<file path="config.mk">
export PLATFORM = sky130hd
export DESIGN_NAME = rea_ctrl
export DESIGN_NICKNAME = d
export VERILOG_FILES = /design/src/sv/rea_pkg.sv /design/src/sv/rea_ctrl.sv
export SDC_FILE = /design/constraint.sdc
export NUM_CORES = 1
export LEC_CHECK = 0
export ABC_CLOCK_PERIOD_IN_PS = 1900
export BUFFER_PORTS_ARGS = -buffer_cell sky130_fd_sc_hd__buf_2
export CAP_MARGIN = 20
export CORE_AREA = 2 2 39 41
export DETAILED_ROUTE_END_ITERATION = 10
export DIE_AREA = 0 0 41 43
export PLACE_DENSITY = 0.74
export SYNTH_ARGS = -nofsm -noshare
export SYNTH_HDL_FRONTEND = slang
export SYNTH_SLANG_ARGS = --single-unit
export TNS_END_PERCENT = 10
</file>
<file path="constraint.sdc">
create_clock -name aclk -period 1.9 [get_ports aclk]
set_clock_uncertainty 0.05 [all_clocks]
set_input_delay 0.095 -clock aclk [delete_from_list [all_inputs] [get_ports aclk]]
set_output_delay 0.095 -clock aclk [all_outputs]
set_load 0.02 [all_outputs]
</file>
<file path="src/sv/rea_pkg.sv">
// ----------------------------------------------------------------------------
// rea_pkg
// Shared types and constants of the reprojection error accumulator.
// ----------------------------------------------------------------------------
package rea_pkg;

    localparam int MAX_POINTS_DEF = 65536;
    localparam int FRAC_BITS_DEF  = 16;

    localparam int NUM_REGS = 6;
    localparam int IDX_W    = 3;
    localparam int CFG_W    = 64;
    localparam int DATA_W   = 32;
    localparam int ERR_W    = 31;
    localparam int SUM_W    = 48;
    // quotient bits of one projection divide (enough to see any overflow)
    localparam int QB       = 34;
    localparam int STEP_W   = 6;

    localparam int S_TDATA_W = 160;
    localparam int M_TDATA_W = 224;

    typedef enum logic [1:0] {
        DIV_RX,
        DIV_RY,
        DIV_AX,
        DIV_AY
    } div_op_t;

    typedef struct packed {
        logic       load_in;
        logic       mul;
        logic       acc;
        logic [1:0] row;
        logic [1:0] col;
        logic       div_start;
        logic       div_store;
        div_op_t    div_op;
        logic       err_update;
        logic       out_load;
    } ctrl_cmd_t;

    typedef struct packed {
        logic in_valid;
        logic last;
        logic div_done;
        logic out_free;
    } dp_status_t;

endpackage

</file>
<file path="src/sv/rea_ctrl.sv">
// ----------------------------------------------------------------------------
// rea_ctrl
// Sequencer: row products, four divide slots, error update, output transfer.
// ----------------------------------------------------------------------------
module rea_ctrl (
    input  logic                 aclk,
    input  logic                 aresetn,
    input  rea_pkg::dp_status_t  status,
    output rea_pkg::ctrl_cmd_t   cmd,
    output logic                 in_ready
);
    import rea_pkg::*;

    typedef enum logic [3:0] {
        ST_IDLE,
        ST_MUL,
        ST_ACC,
        ST_RX_GO,
        ST_RX_WAIT,
        ST_RY_GO,
        ST_RY_WAIT,
        ST_ERR,
        ST_AX_GO,
        ST_AX_WAIT,
        ST_AY_GO,
        ST_AY_WAIT,
        ST_PUSH
    } state_t;

    state_t     state_reg, state_next;
    logic [1:0] row_reg, row_next;
    logic [1:0] col_reg, col_next;

    // next state
    always_comb begin
        state_next = state_reg;
        row_next   = row_reg;
        col_next   = col_reg;
        unique case (state_reg)
            ST_IDLE: begin
                if (status.in_valid) begin
                    state_next = ST_MUL;
                    row_next   = 2'd0;
                    col_next   = 2'd0;
                end
            end
            ST_MUL: state_next = ST_ACC;
            ST_ACC: begin
                state_next = ST_MUL;
                if (col_reg == 2'd2) begin
                    col_next = 2'd0;
                    if (row_reg == 2'd2)
                        state_next = ST_RX_GO;
                    else
                        row_next = row_reg + 2'd1;
                end else begin
                    col_next = col_reg + 2'd1;
                end
            end
            ST_RX_GO:   state_next = ST_RX_WAIT;
            ST_RX_WAIT: if (status.div_done) state_next = ST_RY_GO;
            ST_RY_GO:   state_next = ST_RY_WAIT;
            ST_RY_WAIT: if (status.div_done) state_next = ST_ERR;
            ST_ERR:     state_next = status.last ? ST_AX_GO : ST_PUSH;
            ST_AX_GO:   state_next = ST_AX_WAIT;
            ST_AX_WAIT: if (status.div_done) state_next = ST_AY_GO;
            ST_AY_GO:   state_next = ST_AY_WAIT;
            ST_AY_WAIT: if (status.div_done) state_next = ST_PUSH;
            ST_PUSH:    if (status.out_free) state_next = ST_IDLE;
            default:    state_next = ST_IDLE;
        endcase
    end

    // commands
    always_comb begin
        cmd            = '0;
        cmd.row        = row_reg;
        cmd.col        = col_reg;
        cmd.div_op     = DIV_RX;
        unique case (state_reg)
            ST_IDLE:    cmd.load_in = status.in_valid;
            ST_MUL:     cmd.mul = 1'b1;
            ST_ACC:     cmd.acc = 1'b1;
            ST_RX_GO:   cmd.div_start = 1'b1;
            ST_RX_WAIT: cmd.div_store = status.div_done;
            ST_RY_GO: begin
                cmd.div_op    = DIV_RY;
                cmd.div_start = 1'b1;
            end
            ST_RY_WAIT: begin
                cmd.div_op    = DIV_RY;
                cmd.div_store = status.div_done;
            end
            ST_ERR:     cmd.err_update = 1'b1;
            ST_AX_GO: begin
                cmd.div_op    = DIV_AX;
                cmd.div_start = 1'b1;
            end
            ST_AX_WAIT: begin
                cmd.div_op    = DIV_AX;
                cmd.div_store = status.div_done;
            end
            ST_AY_GO: begin
                cmd.div_op    = DIV_AY;
                cmd.div_start = 1'b1;
            end
            ST_AY_WAIT: begin
                cmd.div_op    = DIV_AY;
                cmd.div_store = status.div_done;
            end
            ST_PUSH:    cmd.out_load = status.out_free;
            default:    cmd.load_in = 1'b0;
        endcase
    end

    always_ff @(posedge aclk) begin
        if (!aresetn) begin
            state_reg <= ST_IDLE;
            row_reg   <= 2'd0;
            col_reg   <= 2'd0;
        end else begin
            state_reg <= state_next;
            row_reg   <= row_next;
            col_reg   <= col_next;
        end
    end

    assign in_ready = (state_reg == ST_IDLE);

    // a divide never finishes the cycle after it starts
    a_div_latency: assert property (@(posedge aclk) disable iff (!aresetn)
        cmd.div_start |=> !status.div_done)
        else $error("divider finished too early");

    // an accepted item starts the row products
    a_accept_mul: assert property (@(posedge aclk) disable iff (!aresetn)
        cmd.load_in |=> (state_reg == ST_MUL && row_reg == 2'd0 && col_reg == 2'd0))
        else $error("accepted item did not start products");

    // the result is loaded only when the output register is free
    a_out_free: assert property (@(posedge aclk) disable iff (!aresetn)
        cmd.out_load |-> status.out_free)
        else $error("output register overwritten");

endmodule

</file>
==> results.md <==
* Worst Path Required at ~1.8 ns
* Final setup vio count at 0
* Routed Antenna Nets at 0
* # DRC at 0
* I/O Buffers at 19
* Mean number of vias per cell at ~5.6
* Worst R2R Setup Slack at between 0.3 and 0.4 ns
* Post-synth EDFFs at 0
* Worst r2r src: row_reg[0]
* Max reg flops at 4
* Clock slew at reported path FFs at approximately 0.060 ns
* Clock buffer depth at 2
* CTS H-tree lvls at 1
* Clk sinks at 8
* Synth top area share at approximately 26%
* Critical Path Max Stage Delay at about 0.61 ns
* Cell chain of the critical path: or4b_4 -> clkinv_4 -> buf_2
* CP arrival at about 1.5 ns
* Gr usage total at between 15 and 20%
* Max_cap viols at 0
* Ant diodes at 0
* Detailed-placement wirelength estimate at 1000 um
* Vias in the first global route at 511
* Static leakage at about 0.35 nW
* Max-slew violations at 0
* Delay-heaviest family, CP: simple AND/OR/NAND/NOR gates
* Final #Nets at between 100 and 150
* Clock buffer count from CTS at 3
* RSZ-0062 raised after global routing: false
* Largest net degree at the start of global routing at 15
* Die Span Y at roughly 43 um
* Initial Utilization at between 40% and 50%
* Worst slew margin at between 70 and 80%
* Outcome: complete, no violations
* WL final at approximately 1400 um
* Core area at 1380 um^2
* Final Cycle Share at 87.6%
* Hold EP: col_reg[0]
* First-pass GRT wire length at between 2000 and 2500 um
* CTS tree: done
* Most frequent cells in the layout: buf_2 (19), dfxtp_1 (8), inv_1 (6), nor3_1 (4), buf_4 (4)
* Wire length per cell at between 10 and 15 um
* Initial antenna violation count at 0
* Crit start category: flop
* Maximum VDD drop at between 0.3 and 0.4 mV
* Resize count post-CTS at 0
* Worst slew pin tran at around 0.45 ns
* Area grow syn2layout at 23.6%
* RR Endpoint: row_reg[1]
* Crit path max fanout at 11
* Syn Nets at 81
* WHS Path Cells at 2
* Area contributors post-synth: dfxtp_1 (26%), a211oi_1 (3.6%), inv_1 (3.6%)
* Syn_area_per_cell at approximately 8.4 um^2
* I/O pin total at 20
* Ys async rst share at 0%
* DR pass1 iterations at 4
* Hold_buf cts at 0
* Commonest non-fill, non-tap cell in the layout: buf_2
* Layout cells sized above 1 at between 30% and 40%
* Tmin final at ~1.7 ns
* GPL Wtd Cong at around 0.77
* Buffers & Inverters on Critical Path at 2
* CP endpoint kind: output port
* Worst reg-to-reg path cell count at 5
* Num rows at 14
* Critical path class: flop to output port
* Root Buffer: clkbuf_4
* Fmax at roughly 600 MHz
* Die area at 1760 um^2
* Yosys reg bits at 8
* HP Start: aresetn
* Post-synth top flop: dfxtp_1
* Final Power at between 400 and 500 uW
* Post-Synthesis Cells at 74
* Cell variety after synth at 40
* PD cells at around 650 nW/um^2
* Final Hold Fails at 0
* Vias post-DR at 619
* Yosys warning count at 0
* Initial DRC Count at 5
* Slowest library cell on the worst path: or4b_4
* Seq/Total Area, Yosys at approximately a quarter
* Dominant cell type by area after synthesis: dfxtp_1
* Total gr overflow at 0
* Post-CTS setup buffer count at 0
* HP Class: input pin to flop
* Synthesized area at 621 um^2
* Chip Width at between 40 and 50 um
* Worst skew pair latency at ~0.26 ns
* Final TNS setup at 0 ns
## layer usage
metal,vias up,GRT usage (%),part of all wire [%]
li1,320,-,-
met1,285,28.2,46
met2,12,24.4,48
met3,2,9.42,4.5
met4,0,6.67,1.6
met5,-,0,0
## metrics by stage
step	worst slack [ns]	cells	utilization (%)	area (um^2)	hold slack, ns
finish	0.235	111	55.4	767	0.104
floorplan	0.280	74	-	621	0.303
global placement	0.392	108	53.8	744	0.360
global route	0.0898	111	55.4	767	0.102
CTS	0.231	111	55.4	767	0.0954
detailed placement	0.372	108	53.8	744	0.363
## synthesized netlist by cell type, drive strengths merged, types with 2 or more instances
cell type	n
inv	6
a21oi	2
and3	2
clkbuf	2
nor3	4
nand2b	3
nor2b	2
nand3b	3
a31o	3
dfxtp	8
nor3b	2
nand2	2
o21a	2
nor2	3
xor2	2
buf	3
a211oi	3
and2	2
## power by group
part | total, mW | leakage (nW) | internal [mW] | switching, mW
Clock | 0.130 | 0.0138 | 0.0723 | 0.0576
Combinational | 0.169 | 0.271 | 0.0691 | 0.100
Sequential | 0.196 | 0.0651 | 0.178 | 0.0178
Total | 0.495 | 0.350 | 0.319 | 0.175
## worst reg2reg max path, stage by stage, from the launching register on
cell and delay [ns]:
dfxtp_1 0.33, inv_1 0.07, ha_1 0.21, nor3b_1 0.39, nor4b_2 0.32, a31o_1 0.13
## worst max path at each step
stage                       from         end  slack, ns  depth (start not counted)
floorplan           state_reg[3]  row_reg[0]       0.28                          3
global placement    state_reg[2]  row_reg[1]       0.39                          4
detailed placement  state_reg[2]  row_reg[0]       0.37                          4
CTS                 state_reg[2]     cmd[10]       0.23                          3
global route        state_reg[2]     cmd[12]       0.09                          3
finish              state_reg[2]     cmd[10]       0.23                          3
## cell families after synthesis
kind of cell / share of synthesized area (%)
AOI/OAI and AO/OA: 28.2
DFF: 25.8
buffers and inverters: 8.47
xor gates and xnor gates: 2.82
and+or+nand+nor: 32.7
adders and majority gates: 2.02
## cell type report
cell class	instances	area (um^2)
multi-input cells	54	408
inverters	7	31.3
flip-flops and latches	8	160
fillers	140	617
repair buffers	23	125
well taps	16	20.0
clock buffers	3	22.5
Power figures use the tool's default switching activity.
